File: src/rtl/lrbts_pkg.sv
`timescale 1ns / 1ps
// ----------------------------------------------------------------------------
// lrbts_pkg
// Shared types, codes and defaults of the latest-record-before-time search.
// ----------------------------------------------------------------------------
package lrbts_pkg;

  localparam int STORE_DEPTH_DEF = 256;
  localparam int SAT_COUNT_DEF   = 24;

  localparam int TIME_W   = 32;
  localparam int SATNUM_W = 6;
  localparam int LEAP_W   = 6;
  localparam int AGE_W    = 16;
  localparam int STATUS_W = 3;
  localparam int INDEX_W  = 8;
  localparam int COUNT_W  = 9;
  localparam int CFG_IDX_W  = 2;
  localparam int CFG_DATA_W = 16;

  // request types
  localparam logic REQ_APPEND = 1'b0;
  localparam logic REQ_QUERY  = 1'b1;

  // result status codes
  localparam logic [STATUS_W-1:0] STAT_OK        = 3'd0;
  localparam logic [STATUS_W-1:0] STAT_BAD_SAT   = 3'd1;
  localparam logic [STATUS_W-1:0] STAT_NOT_FOUND = 3'd2;
  localparam logic [STATUS_W-1:0] STAT_TOO_OLD   = 3'd3;
  localparam logic [STATUS_W-1:0] STAT_FULL      = 3'd4;

  // configuration register indexes
  localparam logic [CFG_IDX_W-1:0] CFG_LEAP    = 2'd0;
  localparam logic [CFG_IDX_W-1:0] CFG_MAX_AGE = 2'd1;

  localparam logic [LEAP_W-1:0] LEAP_RESET    = 6'd0;
  localparam logic [AGE_W-1:0]  MAX_AGE_RESET = 16'd1800;

  typedef struct packed {
    logic                req_type;
    logic [SATNUM_W-1:0] sat_number;
    logic [TIME_W-1:0]   time_stamp;
  } req_t;

  typedef struct packed {
    logic [STATUS_W-1:0] status;
    logic [INDEX_W-1:0]  record_index;
    logic [COUNT_W-1:0]  sat_record_count;
  } rsp_t;

  typedef struct packed {
    logic [LEAP_W-1:0] leap_offset_sec;
    logic [AGE_W-1:0]  max_age_sec;
  } cfg_t;

  typedef enum logic [1:0] {
    S_IDLE,
    S_SCAN,
    S_CHECK
  } state_t;

endpackage

File: src/rtl/lrbts_match.sv
`timescale 1ns / 1ps
// ----------------------------------------------------------------------------
// lrbts_match
// Compare unit: one stored record against the query, once per scan cycle.
// ----------------------------------------------------------------------------
module lrbts_match #(
  parameter int SAT_W = 5
) (
  input  logic [SAT_W-1:0]             rec_sat,
  input  logic [lrbts_pkg::TIME_W-1:0] rec_time,
  input  logic [SAT_W-1:0]             q_sat,
  input  logic [lrbts_pkg::TIME_W-1:0] q_time,
  input  logic [lrbts_pkg::LEAP_W-1:0] leap,
  output logic                         hit
);

  logic [lrbts_pkg::TIME_W:0] shifted;

  // one extra bit so the leap offset never wraps the record time
  assign shifted = {1'b0, rec_time} + {{(lrbts_pkg::TIME_W + 1 - lrbts_pkg::LEAP_W){1'b0}}, leap};
  assign hit     = (rec_sat == q_sat) && (shifted <= {1'b0, q_time});

endmodule

File: config.mk
export PLATFORM = sky130hd
export DESIGN_NAME = lrbts_match
export DESIGN_NICKNAME = d
export VERILOG_FILES = /design/src/rtl/lrbts_pkg.sv /design/src/rtl/lrbts_match.sv
export SDC_FILE = /design/constraint.sdc
export NUM_CORES = 1
export LEC_CHECK = 0
export BUFFER_PORTS_ARGS = -buffer_cell sky130_fd_sc_hd__buf_2
export CAP_MARGIN = 20
export CORE_AREA = 3 3 67 69
export DETAILED_ROUTE_END_ITERATION = 8
export DIE_AREA = 0 0 70 72
export GPL_TIMING_DRIVEN = 0
export PLACE_DENSITY = 0.72
export SYNTH_ARGS = -nofsm -noshare
export SYNTH_HDL_FRONTEND = slang
export SYNTH_SLANG_ARGS = --single-unit
File: constraint.sdc
create_clock -name vclk -period 4.5
set_input_delay 0.45 -clock vclk [all_inputs]
set_output_delay 0.45 -clock vclk [all_outputs]
set_load 0.03 [all_outputs]
==> flow_summary.ini, run 1 <==
[status]
status = finished clean

[placed_design]
place_ws_ns = 0.0754
io_buffer_count = 81
dp_hpwl_um = 3590
gp_congestion = 0.842
placed_cell_area_um2 = 2090
dp.cells = 354

[yosys]
synth_nets = 342
ys_warn_count = 0
ys_types = 38
synth_sequential_area_ratio_pct = 0
syn-cell-area_um2 = 1620
syn_area_per_cell_um2 = 7.27
synth_cells = 223

[detailed_routing]
wl_met2_um = 1880
highest_layer = met4
drtIter0Drc = 57
drc = 0
antenna_left = 0
vias = 1764
drt_wl_total_um = 3860
wl_met3_um = 256
wl_per_cell_um = 10.9
dr.pass1.iters = 4
viasPerCell = 4.98
met1_length_um = 1710

[cells_and_area]
drive_gt1_share_pct = 31.3
stdcell_count = 354
clock_buffers = 0
design.seq.count = 0
finalCoreUtilization_pct = 53.0
syn_to_final_growth_pct = 29.9
final_nets = 425
regArea_um2 = 0
n_antenna_cell = 0
fin_area_um2 = 2100

[floorplan]
core_area_um2 = 3970
floorplan.initialDensity_pct = 40.8
rows = 23
die_area_um2 = 5040
die_h_um = 72
ioPinCount = 81
die_w_um = 70

[sta]
timing.fmax_mhz = 236
setup_viol = 0
hold_violations = 0
rsz0062_at_grt = false
worstMarginPinSlew_ns = 0.483
fin_crit_ns = 4.24
timing.final.crit_share_pct = 94.2
setup_slack_ns = 0.259
setup_tns_ns = 0
slew_viol_final = 0
relSlewSlack_pct = 67.6

[hold_path]
whs_path_depth = 6
min_path_type = in -> out
hold_path_startpoint = rec_sat[4]
min_to = hit

[critical_path]
path_max_fanout = 7
worstPathRequired_ns = 4.05
crit_path_end_kind = primary output
arrival_ns = 3.79
cp-start-kind = primary input
path_class = in -> out

[global_routing]
first_global_vias = 1697
grt_overflow = 0
grt_max_degree = 9
globalRouteTotalUtil_pct = 15.3
antenna_found_initial = 0
grt_pass1_wl_um = 6710

[power]
peakVddDrop_uv = 47.8
power.density_nw_per_um2 = 84.8
leakage_nw = 1.17

[job]
cap_violations = 0

[cts]
cts_setup_buffers = 0
## cell type report
cell class                 instances  area (um2)
inverter                          36         135
timing repair buffer              81         405
tap                               50        62.6
fill                             436        1870
buffer                             1        7.51
multi-input combinational        186        1490
## power breakdown
| group | internal (mW) | total, mW | switching [mW] |
|---|---|---|---|
| Combinational | 0.0895 | 0.179 | 0.0890 |
| Sequential | 0 | 0 | 0 |
| Clock | 0 | 0 | 0 |
| Total | 0.0895 | 0.179 | 0.0890 |
## logic make-up (layout without fill, tap and decap cells)
family | after synthesis | in the layout | synth area share [%]
xor gates and xnor gates | 34 | 34 | 18.4
buffers and inverters | 37 | 118 | 8.80
adders and majority gates | 39 | 39 | 30.6
and+or+nand+nor | 72 | 72 | 25.8
AOI/OAI and AO/OA | 41 | 41 | 16.4
## layout by cell type (no fill, tap or decap), types with 2 or more instances in the layout
cell type and n:
nand4_1 12, nor2b_1 3, o21bai_1 2, nand3_1 14, nor3_2 2, a21o_1 8, and4_1 4, a21oi_1 14
buf_2 81, or2_2 2, and4_4 2, nor3_1 5, nor2_1 11, o21ai_0 3, a211oi_1 3, inv_1 36
nand2_1 9, ha_1 38, xor2_1 15, o21ai_1 2, xnor2_1 19
## metal layers
layer	vias to the layer above	GRT usage, %
met2	50	28.6
li1	954	-
met1	758	19.9
met4	0	1.49
met3	2	1.25
met5	-	0
## worst max path at each step
stage          end  cells past startpoint  slack [ns]        start
2_1_floorplan  hit                     14        0.46  rec_time[0]
3_3_place_gp   hit                     16        0.12  rec_time[0]
3_5_place_dp   hit                     16        0.08  rec_time[0]
4_1_cts        hit                     16        0.06  rec_time[0]
5_1_grt        hit                     16        0.09  rec_time[0]
6_report       hit                     16        0.26  rec_time[0]
## cell usage after synthesis, drive strengths merged (2+ instances only)
master	count	area, um2
nand4	13	96.3
and4	7	67.6
a21oi	15	75.1
xnor2	19	166
or2	2	12.5
nand2	10	40.0
o21bai	2	15.0
xor2	15	131
nor2b	3	18.8
inv	36	135
and2	2	12.5
o21ai	5	25.0
nand3	14	70.1
nor3	7	40.0
a21o	9	68.8
ha	38	475
a211oi	3	22.5
nor2	12	47.6
## through the flow
| stage | hold WS, ns | total power [mW] |
|---|---|---|
| 4_1_cts | 1.42 | 0.180 |
| 3_5_place_dp | 1.42 | 0.178 |
| 6_report | 1.41 | 0.179 |
| 5_1_grt | 1.45 | 0.208 |
| 3_3_place_gp | 1.41 | 0.174 |
| 2_1_floorplan | 1.20 | 0.111 |
## critical path: stages
cell	delay, ns
buf_2	0.10
ha_1	0.21
fa_1	0.43
a211o_1	0.36
a21oi_2	0.21
nor2_2	0.12
and4_2	0.23
xor2_1	0.15
ha_1	0.29
and4_1	0.22
nand2_1	0.09
nor3_2	0.27
a41oi_1	0.15
a21o_1	0.17
a21oi_1	0.13
buf_2	0.21
## repair_timing
| action | CTS | global route |
|---|---|---|
| resized for setup | 0 | 3 |
| hold endpoints to repair | 0 | 0 |
| endpoints found under the setup margin | 0 | 1 |
| hold buffers | 0 | 0 |
Power figures use the tool's default switching activity.
==> inputs of run 2 (changes only) <==
Settings changed: CORE_AREA 3 3 67 69 to 3 3 62 75, DIE_AREA 0 0 70 72 to 0 0 65 78, PLACE_DENSITY 0.72 to 0.71.
==> run 2 against run 1 <==
  * Global-route usage rose by 0.069 points
  * Via count down 1.3%
  * Hold slack worse by 0.027 ns
  * Sequential cell count unchanged
  * Count of clock-buffer cells in the layout unchanged
  * Critical path type unchanged
  * Largest cell class unchanged
  * Largest power group unchanged
==> flow_summary.ini, run 2 (same netlist as run 1, synthesis figures left out) <==
[cts]
cts_setup_buffers = 0
cts.hold.buffers_added = 0
post_cts_resized = 0

[power]
swShare_pct = 49.8
power.density_nw_per_um2 = 84.5
p_sw_mw = 0.0885
leakage_nw = 1.16
pwr-share-comb_pct = 100.0
clkPwrFrac_pct = 0
power_frac_seq_pct = 0
internal_power_mw = 0.0892
report.power.total_mw = 0.178
peakVddDrop_uv = 48.8

[critical_path]
cp-start-kind = primary input
path_class = in -> out
worstPathRequired_ns = 4.05
critPathTopFamily = compound AO/OA/AOI/OAI gates
arrival_ns = 3.66
cp_slowest_cell = fa_1
path_max_fanout = 7
path_cells = buf_2 -> ha_1 -> fa_1 -> a211o_1 -> a21oi_2 -> nor2_2 -> and4_2 -> xor2_1 -> ha_1 -> and4_1 -> nand2_1 -> nor3_2 -> a41oi_1 -> a21o_1 -> a21oi_1 -> buf_2
path_buf_inv = 2
crit_path_end_kind = primary output
path_depth = 16
cp_slowest_stage_delay_ns = 0.43

[global_routing]
grt_max_degree = 9
grt_overflow = 0
antenna_found_initial = 0
grt_pass1_wl_um = 6680
first_global_vias = 1744
globalRouteTotalUtil_pct = 15.4

[floorplan]
ioPinCount = 81
die_w_um = 65
die_h_um = 78
core_area_um2 = 3970
rows = 25
die_area_um2 = 5070
floorplan.initialDensity_pct = 40.8

[cells_and_area]
design.seq.count = 0
mostFrequentLayoutCells = 81 x buf_2, 38 x ha_1, 36 x inv_1
n_antenna_cell = 0
nFillCells = 443
fin_area_um2 = 2100
layout_commonest_cell = buf_2
finalCoreUtilization_pct = 52.9
drive_gt1_share_pct = 30.9
clock_buffers = 0
final_nets = 425
regArea_um2 = 0
syn_to_final_growth_pct = 29.7

[sta]
timing.fmax_mhz = 243
setup_tns_ns = 0
fin_crit_ns = 4.11
worstMarginPinSlew_ns = 0.487
hold_violations = 0
timing.final.crit_share_pct = 91.4
relSlewSlack_pct = 67.3
setup_viol = 0
slew_viol_final = 0
rsz0062_at_grt = false

[job]
cap_violations = 0

[status]
status = finished clean

[detailed_routing]
drt_wl_total_um = 3880
drtIter0Drc = 50
wl_per_cell_um = 10.8
dr.pass1.iters = 4
drc = 0
antenna_left = 0
vias = 1741
viasPerCell = 4.86

[placed_design]
gp_congestion = 0.788
placed_cell_area_um2 = 2090
io_buffer_count = 81
dp_hpwl_um = 3610

[hold_path]
whs_path_depth = 6
min_path_type = in -> out
==> run 2: cell counts in the layout (fill, tap and decap cells not counted) <==
No cell type changed its count.
==> run 2: power groups by stage <==
stage / clock network, mW / registers (mW) / logic (mW)
2_1_floorplan: 0 / 0 / 0.111
3_3_place_gp: 0 / 0 / 0.175
3_5_place_dp: 0 / 0 / 0.178
4_1_cts: 0 / 0 / 0.179
5_1_grt: 0 / 0 / 0.207
6_report: 0 / 0 / 0.178
==> run 2: per-stage QoR <==
stage / setup slack (ns) / cells / hold WS (ns)
finish: 0.386 / 358 / 1.38
global route: 0.113 / 358 / 1.43
CTS: 0.188 / 358 / 1.39
detailed placement: 0.195 / 358 / 1.39
global placement: 0.220 / 358 / 1.39
floorplan: 0.455 / 223 / 1.20
==> run 2: area by class of cell <==
class | instances | area (um2) | area share [%]
Inverter | 36 | 135 | 6.43
Buffer | 1 | 7.51 | 0.357
Timing Repair Buffer | 81 | 405 | 19.3
Multi-Input combinational cell | 186 | 1490 | 70.7
Tap cell | 54 | 67.6 | 3.21
==> run 2: layer usage <==
metal	wire, um	up-vias	GRT usage, %
met4	0	0	0
li1	-	957	-
met2	1960	46	30.1
met5	0	-	0
met1	1650	738	18.7
met3	268	0	1.59
==> run 2: path summary, 6_finish.rpt <==
kind | startpoint | endpoint | slack (ns)
hold / removal | rec_sat[4] | hit | 1.38
setup / recovery | rec_time[0] | hit | 0.39
==> inputs of run 3 (changes only) <==
Settings changed: PLACE_DENSITY 0.71 to not set, PLACE_DENSITY_LB_ADDON set to 0.25.
==> run 3 against run 2 <==
  * Combinational power is essentially flat
  * Critical path depth is the same
  * Fmax down 2.2%
  * Core utilization down 0.094 points
  * Setup slack got worse by 0.091 ns
  * Global-route usage is 0.74 points lower
  * First-iteration DRC count increased by 10%
  * Die area stayed put
  * Hold slack better by 0.0032 ns
  * Non-clock buffer count stayed put
  * Count of clock-buffer cells in the layout is the same
  * Critical path type unchanged
  * Critical endpoint unchanged
  * Highest routed layer is now met4
==> flow_summary.ini, run 3 (same netlist as run 1, synthesis figures left out) <==
[cts]
cts.hold.buffers_added = 0

[critical_path]
path_max_fanout = 7
worstPathRequired_ns = 4.05
crit_path_end_kind = primary output
cp_slowest_cell = fa_1
path_class = in -> out
cp-start-kind = primary input
cp_slowest_stage_delay_ns = 0.42
arrival_ns = 3.75
path_cells = buf_2 -> ha_1 -> fa_1 -> a211o_1 -> a21oi_1 -> nor2_2 -> and4_2 -> xor2_1 -> ha_1 -> and4_1 -> nand2_1 -> nor3_2 -> a41oi_1 -> a21o_1 -> a21oi_1 -> buf_2

[power]
peakVddDrop_uv = 48.6
leakage_nw = 1.16
power.density_nw_per_um2 = 84.2

[floorplan]
die_area_um2 = 5070
rows = 25
die_w_um = 65
ioPinCount = 81
core_area_um2 = 3970
floorplan.initialDensity_pct = 40.8
die_h_um = 78

[placed_design]
dp.cells = 358
place_ws_ns = 0.195
io_buffer_count = 81
gp_congestion = 0.795
dp_hpwl_um = 3530

[detailed_routing]
viasPerCell = 4.90
wl_per_cell_um = 10.6
drt_wl_total_um = 3780
antenna_left = 0
vias = 1754
drtIter0Drc = 55
drc = 0
dr.pass1.iters = 4

[sta]
holdWs_ns = 1.39
timing.fmax_mhz = 238
relSlewSlack_pct = 67.0
fin_crit_ns = 4.20
setup_slack_ns = 0.295
worstMarginPinSlew_ns = 0.491
rsz0062_at_grt = false
setup_tns_ns = 0
slew_viol_final = 0
hold_violations = 0
setup_viol = 0
timing.final.crit_share_pct = 93.4

[cells_and_area]
n_antenna_cell = 0
drive_gt1_share_pct = 30.6
syn_to_final_growth_pct = 29.5
finalCoreUtilization_pct = 52.8
final_nets = 425
mostFrequentLayoutCells = 81 x buf_2, 38 x ha_1, 36 x inv_1
clock_buffers = 0
design.seq.count = 0
regArea_um2 = 0
stdcell_count = 358
layout_commonest_cell = buf_2

[global_routing]
grt_max_degree = 9
grt_overflow = 0
globalRouteTotalUtil_pct = 14.6
grt_pass1_wl_um = 6410
antenna_found_initial = 0
first_global_vias = 1633

[job]
cap_violations = 0

[status]
status = finished clean

[hold_path]
min_path_type = in -> out
==> run 3: cell counts in the layout (fill, tap and decap cells not counted) <==
Identical to the previous run, type by type.
==> run 3: worst paths after layout <==
check	from	to	cells after the start	slack, ns
worst max-delay path	rec_time[0]	hit	16	0.30
worst min-delay path	rec_sat[4]	hit	6	1.39
==> run 3: per-stage QoR <==
stage / cell area, um2 / power (mW)
2_1_floorplan: 1620 / 0.111
3_3_place_gp: 2090 / 0.176
3_5_place_dp: 2090 / 0.177
4_1_cts: 2090 / 0.179
5_1_grt: 2100 / 0.205
6_report: 2100 / 0.177
==> run 3: power breakdown <==
part	internal (mW)	switching, mW	total (mW)
sequential	0	0	0
clock	0	0	0
combinational	0.0890	0.0877	0.177
==> run 3: final cells by class <==
| type | count | area [um2] |
|---|---|---|
| fill | 425 | 1870 |
| inverter | 36 | 135 |
| multi-input combinational | 186 | 1480 |
| buffer | 1 | 7.51 |
| timing repair buffer | 81 | 405 |
| tap | 54 | 67.6 |
==> run 3: what timing repair did <==
action                     CTS  global route
buffers inserted             0             0
setup endpoints to repair    0             1
gates resized for setup      0             1
==> run 3: critical path, delay by kind of cell <==
kind,cells,cell delay [ns]
buf+inv,2,0.31
compound gates,5,1.02
fa+ha+maj,3,0.91
xor+xnor,1,0.14
simple gates,5,0.91
==> run 3: layer usage <==
metal / global-route usage (%) / routed length (um) / vias up
met3: 0.868 / 265 / 2
met4: 0.634 / 17 / 0
met2: 27.8 / 1860 / 49
li1: - / - / 956
met1: 18.6 / 1640 / 747
met5: 0 / 0 / -
