## config.mk

```make
export PLATFORM = sky130hd
export DESIGN_NAME = lrbts_ctrl
export DESIGN_NICKNAME = d
export VERILOG_FILES = /design/src/rtl/lrbts_pkg.sv /design/src/rtl/lrbts_ctrl.sv
export SDC_FILE = /design/constraint.sdc
export NUM_CORES = 1
export LEC_CHECK = 0
export BUFFER_PORTS_ARGS = -buffer_cell sky130_fd_sc_hd__buf_2
export CORE_MARGIN = 2
export CORE_UTILIZATION = 55
export CTS_BUF_LIST = sky130_fd_sc_hd__clkbuf_8
export DETAILED_ROUTE_END_ITERATION = 16
export PLACE_DENSITY = 0.76
export SLEW_MARGIN = 20
export SYNTH_ARGS = -nofsm -noshare
export SYNTH_HDL_FRONTEND = slang
export SYNTH_SLANG_ARGS = --single-unit
```

## constraint.sdc

```tcl
create_clock -name clk -period 5.78 [get_ports clk]
set_clock_uncertainty 0.2 [all_clocks]
set_input_delay 0 -clock clk [delete_from_list [all_inputs] [get_ports clk]]
set_output_delay 0 -clock clk [all_outputs]
set_load 0.02 [all_outputs]
```

## src/rtl/lrbts_pkg.sv

```systemverilog
`timescale 1ns / 1ps
// ----------------------------------------------------------------------------
// lrbts_pkg
// Shared types, codes and defaults of the latest-record-before-time search.
// ----------------------------------------------------------------------------
package lrbts_pkg;

  localparam int STORE_DEPTH_DEF = 256;
  localparam int SAT_COUNT_DEF   = 24;

  localparam int TIME_W   = 32;
  localparam int SATNUM_W = 6;
  localparam int LEAP_W   = 6;
  localparam int AGE_W    = 16;
  localparam int STATUS_W = 3;
  localparam int INDEX_W  = 8;
  localparam int COUNT_W  = 9;
  localparam int CFG_IDX_W  = 2;
  localparam int CFG_DATA_W = 16;

  // request types
  localparam logic REQ_APPEND = 1'b0;
  localparam logic REQ_QUERY  = 1'b1;

  // result status codes
  localparam logic [STATUS_W-1:0] STAT_OK        = 3'd0;
  localparam logic [STATUS_W-1:0] STAT_BAD_SAT   = 3'd1;
  localparam logic [STATUS_W-1:0] STAT_NOT_FOUND = 3'd2;
  localparam logic [STATUS_W-1:0] STAT_TOO_OLD   = 3'd3;
  localparam logic [STATUS_W-1:0] STAT_FULL      = 3'd4;

  // configuration register indexes
  localparam logic [CFG_IDX_W-1:0] CFG_LEAP    = 2'd0;
  localparam logic [CFG_IDX_W-1:0] CFG_MAX_AGE = 2'd1;

  localparam logic [LEAP_W-1:0] LEAP_RESET    = 6'd0;
  localparam logic [AGE_W-1:0]  MAX_AGE_RESET = 16'd1800;

  typedef struct packed {
    logic                req_type;
    logic [SATNUM_W-1:0] sat_number;
    logic [TIME_W-1:0]   time_stamp;
  } req_t;

  typedef struct packed {
    logic [STATUS_W-1:0] status;
    logic [INDEX_W-1:0]  record_index;
    logic [COUNT_W-1:0]  sat_record_count;
  } rsp_t;

  typedef struct packed {
    logic [LEAP_W-1:0] leap_offset_sec;
    logic [AGE_W-1:0]  max_age_sec;
  } cfg_t;

  typedef enum logic [1:0] {
    S_IDLE,
    S_SCAN,
    S_CHECK
  } state_t;

endpackage

```

## src/rtl/lrbts_ctrl.sv

```systemverilog
`timescale 1ns / 1ps
// ----------------------------------------------------------------------------
// lrbts_ctrl
// Sequencer: appends, per-satellite counts and the backward scan of the store.
// ----------------------------------------------------------------------------
module lrbts_ctrl #(
  parameter int STORE_DEPTH = lrbts_pkg::STORE_DEPTH_DEF,
  parameter int SAT_COUNT   = lrbts_pkg::SAT_COUNT_DEF,
  localparam int AW    = $clog2(STORE_DEPTH),
  localparam int FW    = $clog2(STORE_DEPTH + 1),
  localparam int SAT_W = $clog2(SAT_COUNT + 1),
  localparam int REC_W = SAT_W + lrbts_pkg::TIME_W
) (
  input  logic                         clk,
  input  logic                         rst,
  input  logic                         start,
  input  lrbts_pkg::req_t              req,
  output logic                         busy,
  input  lrbts_pkg::cfg_t              cfg,
  output logic                         result_valid,
  output lrbts_pkg::rsp_t              result,
  output logic                         ram_we,
  output logic [AW-1:0]                ram_waddr,
  output logic [REC_W-1:0]             ram_wdata,
  output logic [AW-1:0]                ram_raddr,
  input  logic [REC_W-1:0]             ram_rdata,
  output logic [SAT_W-1:0]             q_sat_o,
  output logic [lrbts_pkg::TIME_W-1:0] q_time_o,
  input  logic                         hit
);

  localparam int SLW  = (SAT_COUNT > 1) ? $clog2(SAT_COUNT) : 1;
  localparam int FX_W = (FW > lrbts_pkg::INDEX_W) ? FW : lrbts_pkg::INDEX_W;
  localparam int AX_W = (AW > lrbts_pkg::INDEX_W) ? AW : lrbts_pkg::INDEX_W;
  localparam int TW   = lrbts_pkg::TIME_W;

  lrbts_pkg::state_t state, state_next;

  logic [SAT_W-1:0]              q_sat, q_sat_next;
  logic [SLW-1:0]                q_slot, q_slot_next;
  logic [TW-1:0]                 q_time, q_time_next;
  logic [FW-1:0]                 ptr, ptr_next;
  logic                          pend, pend_next;
  logic [AW-1:0]                 pend_idx, pend_idx_next;
  logic [AW-1:0]                 found_idx, found_idx_next;
  logic [TW-1:0]                 found_time, found_time_next;
  logic [FW-1:0]                 fill_count, fill_count_next;
  logic [lrbts_pkg::COUNT_W-1:0] per_sat [SAT_COUNT];
  logic [lrbts_pkg::COUNT_W-1:0] per_sat_next [SAT_COUNT];
  logic                          result_valid_next;
  lrbts_pkg::rsp_t               result_next;

  logic                          accept;
  logic                          sat_ok;
  logic [SLW-1:0]                slot;
  logic [lrbts_pkg::COUNT_W-1:0] slot_count;
  logic [lrbts_pkg::COUNT_W-1:0] q_count;
  logic [FX_W-1:0]               fill_ext;
  logic [AX_W-1:0]               found_ext;
  logic [TW-1:0]                 age;

  assign busy     = (state != lrbts_pkg::S_IDLE);
  assign accept   = start && !busy;
  assign q_sat_o  = q_sat;
  assign q_time_o = q_time;

  assign sat_ok = (req.sat_number != '0) &&
                  (req.sat_number <= lrbts_pkg::SATNUM_W'(SAT_COUNT));
  assign slot       = SLW'(req.sat_number - lrbts_pkg::SATNUM_W'(1));
  assign slot_count = per_sat[slot];
  assign q_count    = per_sat[q_slot];
  assign fill_ext   = FX_W'(fill_count);
  assign found_ext  = AX_W'(found_idx);
  assign age        = q_time - found_time;

  assign ram_waddr = AW'(fill_count);
  assign ram_wdata = {SAT_W'(req.sat_number), req.time_stamp};
  assign ram_raddr = AW'(ptr - FW'(1));

  always_ff @(posedge clk) begin
    if (rst) begin
      state        <= lrbts_pkg::S_IDLE;
      fill_count   <= '0;
      result_valid <= 1'b0;
      pend         <= 1'b0;
      for (int i = 0; i < SAT_COUNT; i++) begin
        per_sat[i] <= '0;
      end
    end else begin
      state        <= state_next;
      fill_count   <= fill_count_next;
      result_valid <= result_valid_next;
      pend         <= pend_next;
      per_sat      <= per_sat_next;
    end
    q_sat      <= q_sat_next;
    q_slot     <= q_slot_next;
    q_time     <= q_time_next;
    ptr        <= ptr_next;
    pend_idx   <= pend_idx_next;
    found_idx  <= found_idx_next;
    found_time <= found_time_next;
    result     <= result_next;
  end

  always_comb begin
    state_next        = state;
    q_sat_next        = q_sat;
    q_slot_next       = q_slot;
    q_time_next       = q_time;
    ptr_next          = ptr;
    pend_next         = pend;
    pend_idx_next     = pend_idx;
    found_idx_next    = found_idx;
    found_time_next   = found_time;
    fill_count_next   = fill_count;
    per_sat_next      = per_sat;
    result_valid_next = 1'b0;
    result_next       = result;
    ram_we            = 1'b0;

    case (state)
      lrbts_pkg::S_IDLE: begin
        if (accept) begin
          if (!sat_ok) begin
            result_valid_next = 1'b1;
            result_next = '{lrbts_pkg::STAT_BAD_SAT, '0, '0};
          end else if (req.req_type == lrbts_pkg::REQ_APPEND) begin
            result_valid_next = 1'b1;
            if (fill_count == FW'(STORE_DEPTH)) begin
              result_next = '{lrbts_pkg::STAT_FULL, '0, slot_count};
            end else begin
              ram_we             = 1'b1;
              fill_count_next    = fill_count + FW'(1);
              per_sat_next[slot] = slot_count + lrbts_pkg::COUNT_W'(1);
              result_next = '{lrbts_pkg::STAT_OK, fill_ext[lrbts_pkg::INDEX_W-1:0],
                              slot_count + lrbts_pkg::COUNT_W'(1)};
            end
          end else begin
            q_sat_next  = SAT_W'(req.sat_number);
            q_slot_next = slot;
            q_time_next = req.time_stamp;
            ptr_next    = fill_count;
            pend_next   = 1'b0;
            state_next  = lrbts_pkg::S_SCAN;
          end
        end
      end

      lrbts_pkg::S_SCAN: begin
        if (pend && hit) begin
          // newest match found; drop the read still in flight
          found_idx_next  = pend_idx;
          found_time_next = ram_rdata[TW-1:0];
          pend_next       = 1'b0;
          state_next      = lrbts_pkg::S_CHECK;
        end else if (!pend && (ptr == '0)) begin
          result_valid_next = 1'b1;
          result_next = '{lrbts_pkg::STAT_NOT_FOUND, '0, q_count};
          state_next  = lrbts_pkg::S_IDLE;
        end else if (ptr != '0) begin
          // issue the next older entry
          pend_next     = 1'b1;
          pend_idx_next = ram_raddr;
          ptr_next      = ptr - FW'(1);
        end else begin
          pend_next = 1'b0;
        end
      end

      lrbts_pkg::S_CHECK: begin
        result_valid_next = 1'b1;
        if (age > TW'(cfg.max_age_sec)) begin
          result_next = '{lrbts_pkg::STAT_TOO_OLD, '0, q_count};
        end else begin
          result_next = '{lrbts_pkg::STAT_OK, found_ext[lrbts_pkg::INDEX_W-1:0], q_count};
        end
        state_next = lrbts_pkg::S_IDLE;
      end

      default: begin
        state_next = lrbts_pkg::S_IDLE;
      end
    endcase
  end

endmodule

```

==> impl_metrics.json, run 1 <==
{
  "status": "finished, final reports clean",
  "timing.fmax_mhz": 193,
  "cp.required_ns": 5.97,
  "area_growth_pct": 18.7,
  "tightest_slew_ns": 1.13,
  "ys_top_cells_by_count": "nor2_1 (278), dfxtp_1 (229), a211oi_1 (149), edfxtp_1 (119), mux4_2 (113)",
  "ys_ff_latch": 348,
  "syn_nets": 1992,
  "grt_max_degree": 143,
  "post-place-cells": 2344,
  "std_cell_rows": 68,
  "hold_violations": 0,
  "final_layout_size_suffix_gt1_share_pct": 23.9,
  "core-area_sq_mm": 0.0344,
  "yosysWarnings": 0,
  "die-area_sq_mm": 0.0363,
  "ys_seq_area_share_pct": 42.6,
  "reg2reg_to": "result[18]",
  "hold_path_end": "q_sat_o[1]",
  "critPathSlowestCell": "or4_1",
  "ctsLongestPathBuffers": 3,
  "async_reset_ff_share_pct": 0,
  "synth_edf_count": 119,
  "reg2reg_slack_ns": 0.59,
  "ys.flop_type": "dfxtp_1",
  "die_h_microns": 191,
  "cts_tree": "yes",
  "gr-total-overflow": 0,
  "crit_type": "flip-flop to flip-flop",
  "finalNetCount": 2254,
  "grt_pass1_wl_mm": 86.6,
  "clock_sinks": 348,
  "crit_fanout": 10,
  "firstDrtPassIters": 6,
  "clock_latency_ns": 0.64,
  "wl_per_cell_microns": 21.3,
  "synth_cells": 1829,
  "place_congestion": 0.915,
  "p_per_area_mw_per_mm2": 240,
  "root_buffer": "clkbuf_8",
  "cp.depth": 19,
  "worstPathArrival_ns": 5.37,
  "whs_ns": 0.0307,
  "drt_iter0_drc": 1650,
  "regArea_sq_mm": 0.00816,
  "timing.rr.start": "q_time_o[0]",
  "critPathBufInv": 1,
  "drc": 0,
  "final_cells": 2592,
  "min-delay-path-class": "primary input to flip-flop",
  "setup_viol": 0,
  "cp_slowest_stage_delay_ns": 0.69,
  "min_path_cells": 2,
  "numPortBuffers": 203,
  "clk_pin_slew_ns": 0.07,
  "fin_setup_tns_ns": 0,
  "antenna_found_initial": 0,
  "leakagePower_nw": 8.35,
  "multi_input_area_sq_mm": 0.00980,
  "grt_use_total_pct": 30.3,
  "rsz0062_at_grt": "false",
  "synth_most_common_cell": "nor2_1",
  "initial_utilization_pct": 55.7,
  "vdd_drop_max_uv": 237,
  "fin_crit_ns": 5.19,
  "yosysTopAreaCell": "dfxtp_1",
  "period_share_pct": 89.7,
  "vias": 16000,
  "synth_area_leaders": "dfxtp_1 (24%), edfxtp_1 (19%), mux4_2 (13%)",
  "ant_nets": 0,
  "cts_buffers": 57,
  "hpwl_mm": 35.9,
  "synth_cell_types": 76,
  "synth.cell_area_sq_mm": 0.0191,
  "finalMaxSlewViolations": 0,
  "wl_mm": 55.3,
  "total_power_mw": 5.46,
  "io_pins": 215,
  "cp_top_family": "simple AND/OR/NAND/NOR gates",
  "drv_cap": 0,
  "cp-end-kind": "flip-flop",
  "hp-start": "req[33]",
  "n_antenna_cell": 0,
  "start_kind": "flip-flop",
  "htreeDepth": 2,
  "grt_pass1_vias": 15700,
  "syn_area_per_cell_sq_um": 10.5,
  "die_width_microns": 191,
  "via_per_inst": 6.18,
  "yosys.area.top_type_share_pct": 23.9,
  "reg2reg_depth": 19,
  "path_cells": "inv_1, ha_1, fa_1, nand2b_1, a21oi_1, o21bai_1, nand2_1, a31oi_1, xnor2_1, ha_1, and3_1, nand3_1, nor4_1, mux2i_1, o21a_1, nor4_1, nand4_1, or4_1, o21ba_1",
  "slew_headroom_pct": 24.6,
  "fillers": 2517
}
kinds of logic (layout without fill, tap and decap cells):
logic type | count (synthesis) | count (layout) | synth area share, %
adder cells (fa/ha/maj) | 61 | 61 | 4.03
multiplexers | 190 | 190 | 17.4
AND/OR/NAND/NOR | 517 | 517 | 12.2
flip-flops | 348 | 348 | 42.6
XOR/XNOR | 47 | 47 | 2.31
AO/OA/AOI/OAI | 405 | 405 | 14.6
buffers and inverters | 261 | 569 | 6.84
worst max path at each step:
stage | startpoint | endpoint
2_1_floorplan | req[32] | result[8]
3_3_place_gp | req[33] | per_sat[159]
3_5_place_dp | req[33] | per_sat[143]
4_1_cts | req[33] | per_sat[168]
5_1_grt | q_time_o[0] | result[18]
6_report | q_time_o[0] | result[18]
cell usage in the layout, fill, tap and decap left out, types with 16 or more instances in the layout:
cell type | Yosys | final
nor2_1 | 278 | 268
buf_4 | 51 | 37
inv_1 | 76 | 97
mux2i_1 | 66 | 66
clkbuf_8 | 0 | 70
nand2_1 | 108 | 108
mux4_2 | 113 | 113
xor2_1 | 19 | 16
o21ai_1 | 20 | 20
nand4_1 | 18 | 18
dfxtp_1 | 229 | 229
edfxtp_1 | 119 | 119
o21ai_0 | 58 | 58
a21oi_1 | 81 | 81
ha_1 | 60 | 59
dlygate4sd3_1 | 0 | 143
nor4_1 | 19 | 19
a211oi_1 | 149 | 149
xnor2_1 | 24 | 22
buf_2 | 36 | 201
routing by layer:
metal / wire length, microns / up-vias / GRT usage (%)
met5: 0 / - / 0
li1: - / 7249 / -
met1: 21300 / 7675 / 38.1
met3: 5240 / 147 / 5.72
met4: 2050 / 0 / 12.7
met2: 26700 / 936 / 51.4
state kept, by name (all words and copies together) (netlist names):
| name | flops |
|---|---|
| q_time_o | 32 |
| fill_count | 9 |
| q_slot | 5 |
| pend | 1 |
| per_sat | 216 |
| pend_idx | 8 |
| result | 20 |
| state | 2 |
| result_valid | 1 |
| q_sat_o | 5 |
| ptr | 9 |
| found_time | 32 |
| found_ext | 8 |
what timing repair did:
item                      CTS  global route
gates resized for setup     0             0
hold endpoints to repair  258             0
setup buffers               0             0
hold buffers              143             0
worst reg2reg max path, delay by kind of cell (launching register included):
kind,cells,cell delay (ns)
xor gates and xnor gates,1,0.15
DFF,1,0.34
muxes,1,0.14
AOI/OAI and AO/OA,5,0.93
buffers and inverters,1,0.05
and+or+nand+nor,8,2.19
adders and majority gates,3,0.93
power breakdown:
part | leakage [nW] | switching (mW) | total (mW) | internal (mW)
clock network | 0.679 | 1.01 | 2.19 | 1.18
logic | 4.73 | 0.422 | 0.679 | 0.257
registers | 2.95 | 0.0230 | 2.59 | 2.57
per-stage QoR:
step | area (sq um) | util, % | setup WS, ns
floorplan | 19100 | - | 1.21
global placement | 20100 | 58.4 | 0.861
detailed placement | 20100 | 58.5 | 0.648
CTS | 22700 | 66.0 | 0.694
global route | 22700 | 66.1 | 0.272
finish | 22700 | 66.1 | 0.593
layout make-up:
class	count	share of cell area (%)
timing repair buffer	383	12.1
inverter	81	1.34
tap	455	2.50
clock buffer	70	4.24
clock inverter	35	0.848
sequential	348	35.9
multi-input combinational	1220	43.1
Note: power is estimated with default switching activity, not from simulation.
==> inputs of run 2 (changes only) <==
ABC_AREA = 1   (was unset)
PLACE_DENSITY = 0.75   (was 0.76)
==> impl_metrics.json, run 2 <==
{
  "wl_mm": 69.1,
  "cp-end-kind": "flip-flop",
  "pre_cts_ws_ns": 1.47,
  "post_cts_resize_count": 0,
  "clk_pin_slew_ns": 0.06,
  "async_reset_ff_share_pct": 0,
  "final_layout_size_suffix_gt1_share_pct": 12.7,
  "cts_buffers": 58,
  "tightest_slew_ns": 1.16,
  "grt_pass1_wl_mm": 107,
  "ys_seq_area_share_pct": 39.4,
  "finalNetCount": 3350,
  "met1_usage_pct": 41.8,
  "place_congestion": 0.945,
  "wl_per_cell_microns": 18.4,
  "crit_type": "flip-flop to flip-flop",
  "core-area_sq_mm": 0.0374,
  "cp_top_family": "simple AND/OR/NAND/NOR gates",
  "syn_area_per_cell_sq_um": 7.05,
  "ys.flop_type": "dfxtp_1",
  "std_cell_rows": 71,
  "htreeDepth": 2,
  "n_antenna_cell": 0,
  "whs_ns": 0.223,
  "path_cells": "ha_1, nand2_1, nand2_1, inv_1, nand3_1, nand2_1, nand3_1, xor2_1, ha_1, nand2_1, nor4_1, nand3_1, nand2_1, nand2_1, nor2_1, nand2_1, nor2_1, nand2_1, nand2_1, nand2_1",
  "gr-total-overflow": 0,
  "use_met3_pct": 8.07,
  "hold_violations": 0,
  "finalMaxSlewViolations": 0,
  "root_buffer": "clkbuf_8",
  "yosys.area.top_type_share_pct": 22.1,
  "hpwl_mm": 41.7,
  "final_cell_mix": "nand2_1 (728), inv_1 (374), o21ai_0 (311)",
  "status": "finished, final reports clean",
  "fin_ws_ns": 1.22,
  "synth_most_common_cell": "nand2_1",
  "yosysWarnings": 0,
  "ctsLongestPathBuffers": 3,
  "drc": 0,
  "start_kind": "flip-flop",
  "fin_setup_tns_ns": 0,
  "synth_cells": 2935,
  "postCtsSetupRepairBufs": 0,
  "cp_common_cell": "nand2_1",
  "antenna_found_initial": 0,
  "period_share_pct": 78.9,
  "p_per_area_mw_per_mm2": 238,
  "grt_pass1_vias": 20500,
  "grt_max_degree": 84,
  "grt_use_total_pct": 34.6,
  "timing.fmax_mhz": 219,
  "reg2reg_slack_ns": 1.22,
  "syn_nets": 3098,
  "ant_nets": 0,
  "synth.cell_area_sq_mm": 0.0207,
  "clock_sinks": 348,
  "die_h_microns": 198,
  "rsz0062_at_grt": "false",
  "cts_tree": "yes",
  "crit_fanout": 9,
  "initial_utilization_pct": 55.3,
  "top_register": "per_sat",
  "cp_slowest_stage_delay_ns": 0.63,
  "largest_reg_flops": 216,
  "die-area_sq_mm": 0.0392,
  "drt_iter0_drc": 2452,
  "ys_top_cells_by_count": "nand2_1 (728), inv_1 (347), o21ai_0 (311), a21oi_1 (273), dfxtp_1 (229)",
  "grtUsageMet2_pct": 57.2,
  "top_usage_layer": "met2",
  "cp.required_ns": 6.00,
  "multi_input_area_sq_mm": 0.0101,
  "numPortBuffers": 203,
  "clock_latency_ns": 0.68,
  "leakagePower_nw": 11.1,
  "io_pins": 215,
  "vias": 21600,
  "min-delay-path-class": "flip-flop to flip-flop",
  "vdd_drop_max_uv": 148,
  "synth_area_leaders": "dfxtp_1 (22%), edfxtp_1 (17%), nand2_1 (13%)",
  "yosysTopAreaCell": "dfxtp_1",
  "drv_cap": 0,
  "ys_ff_latch": 348,
  "via_per_inst": 5.76,
  "slew_headroom_pct": 22.8,
  "worstPathArrival_ns": 4.78,
  "firstDrtPassIters": 6,
  "synth_cell_types": 53,
  "setup_viol": 0,
  "die_width_microns": 198,
  "cts_hold_buf": 143,
  "fillers": 3190,
  "critPathBufInv": 1,
  "regArea_sq_mm": 0.00816,
  "final_common_cell": "nand2_1",
  "fin_crit_ns": 4.56,
  "synth_edf_count": 119,
  "critPathSlowestCell": "nor2_1",
  "area_growth_pct": 17.0
}
[run 2: changes by cell type after synthesis, sizes merged, moves of 66 or more]
cell	previous run	this run
nand2	116	738
inv	80	356
o21ai	79	330
a21oi	87	305
nand3	12	222
a211oi	149	0
mux4	113	0
mux2i	66	0
[run 2: path summary, 6_finish.rpt]
check | start | endpoint | cells past startpoint
worst max-delay path | q_time_o[5] | result[18] | 20
worst min register to register | pend_idx[0] | found_ext[0] | 0
worst min-delay path | pend_idx[0] | found_ext[0] | 0
worst max register to register | q_time_o[5] | result[18] | 20
[run 2: layout make-up]
type | count | share of cell area (%)
multi-input cells | 2024 | 41.6
flip-flops and latches | 348 | 33.7
well taps | 511 | 2.64
clock buffers | 71 | 4.03
repair buffers | 393 | 11.7
inverters | 362 | 5.63
clock inverters | 36 | 0.723
[run 2: worst reg2reg max path: stages (launching register included)]
cell and delay (ns):
edfxtp_1 0.44, ha_1 0.40, nand2_1 0.12, nand2_1 0.09, inv_1 0.12, nand3_1 0.21, nand2_1 0.11, nand3_1 0.21
xor2_1 0.23, ha_1 0.30, nand2_1 0.07, nor4_1 0.37, nand3_1 0.13, nand2_1 0.13, nand2_1 0.07, nor2_1 0.10
nand2_1 0.05, nor2_1 0.63, nand2_1 0.14, nand2_1 0.13, nand2_1 0.06
[run 2: report_power, final]
| group | internal [mW] | switching [mW] | leakage [nW] | total, mW |
|---|---|---|---|---|
| registers | 2.57 | 0.0206 | 2.95 | 2.59 |
| logic | 0.292 | 0.666 | 7.44 | 0.958 |
| clock network | 1.15 | 1.06 | 0.697 | 2.21 |
[run 2: logic make-up after synthesis]
logic type	after synthesis	synth area share [%]
and+or+nand+nor	1236	25.1
AOI/OAI and AO/OA	700	18.3
buffers and inverters	563	12.1
DFF	348	39.4
adders and majority gates	61	3.72
xor gates and xnor gates	27	1.36
[run 2: per-stage QoR]
step | cell area [sq um] | total power [mW] | utilization (%) | cells
5_1_grt | 24200 | 5.93 | 64.8 | 3745
2_1_floorplan | 20700 | 3.23 | - | 2935
4_1_cts | 24200 | 5.72 | 64.8 | 3745
3_3_place_gp | 21600 | 3.47 | 57.8 | 3495
6_report | 24200 | 5.76 | 64.8 | 3745
3_5_place_dp | 21600 | 3.48 | 57.9 | 3495
[run 2: layer usage]
metal / share of wire, % / vias up
met5: 0 / -
met4: 5.2 / 0
met3: 10 / 316
met2: 46 / 1351
met1: 38 / 9796
li1: - / 10100
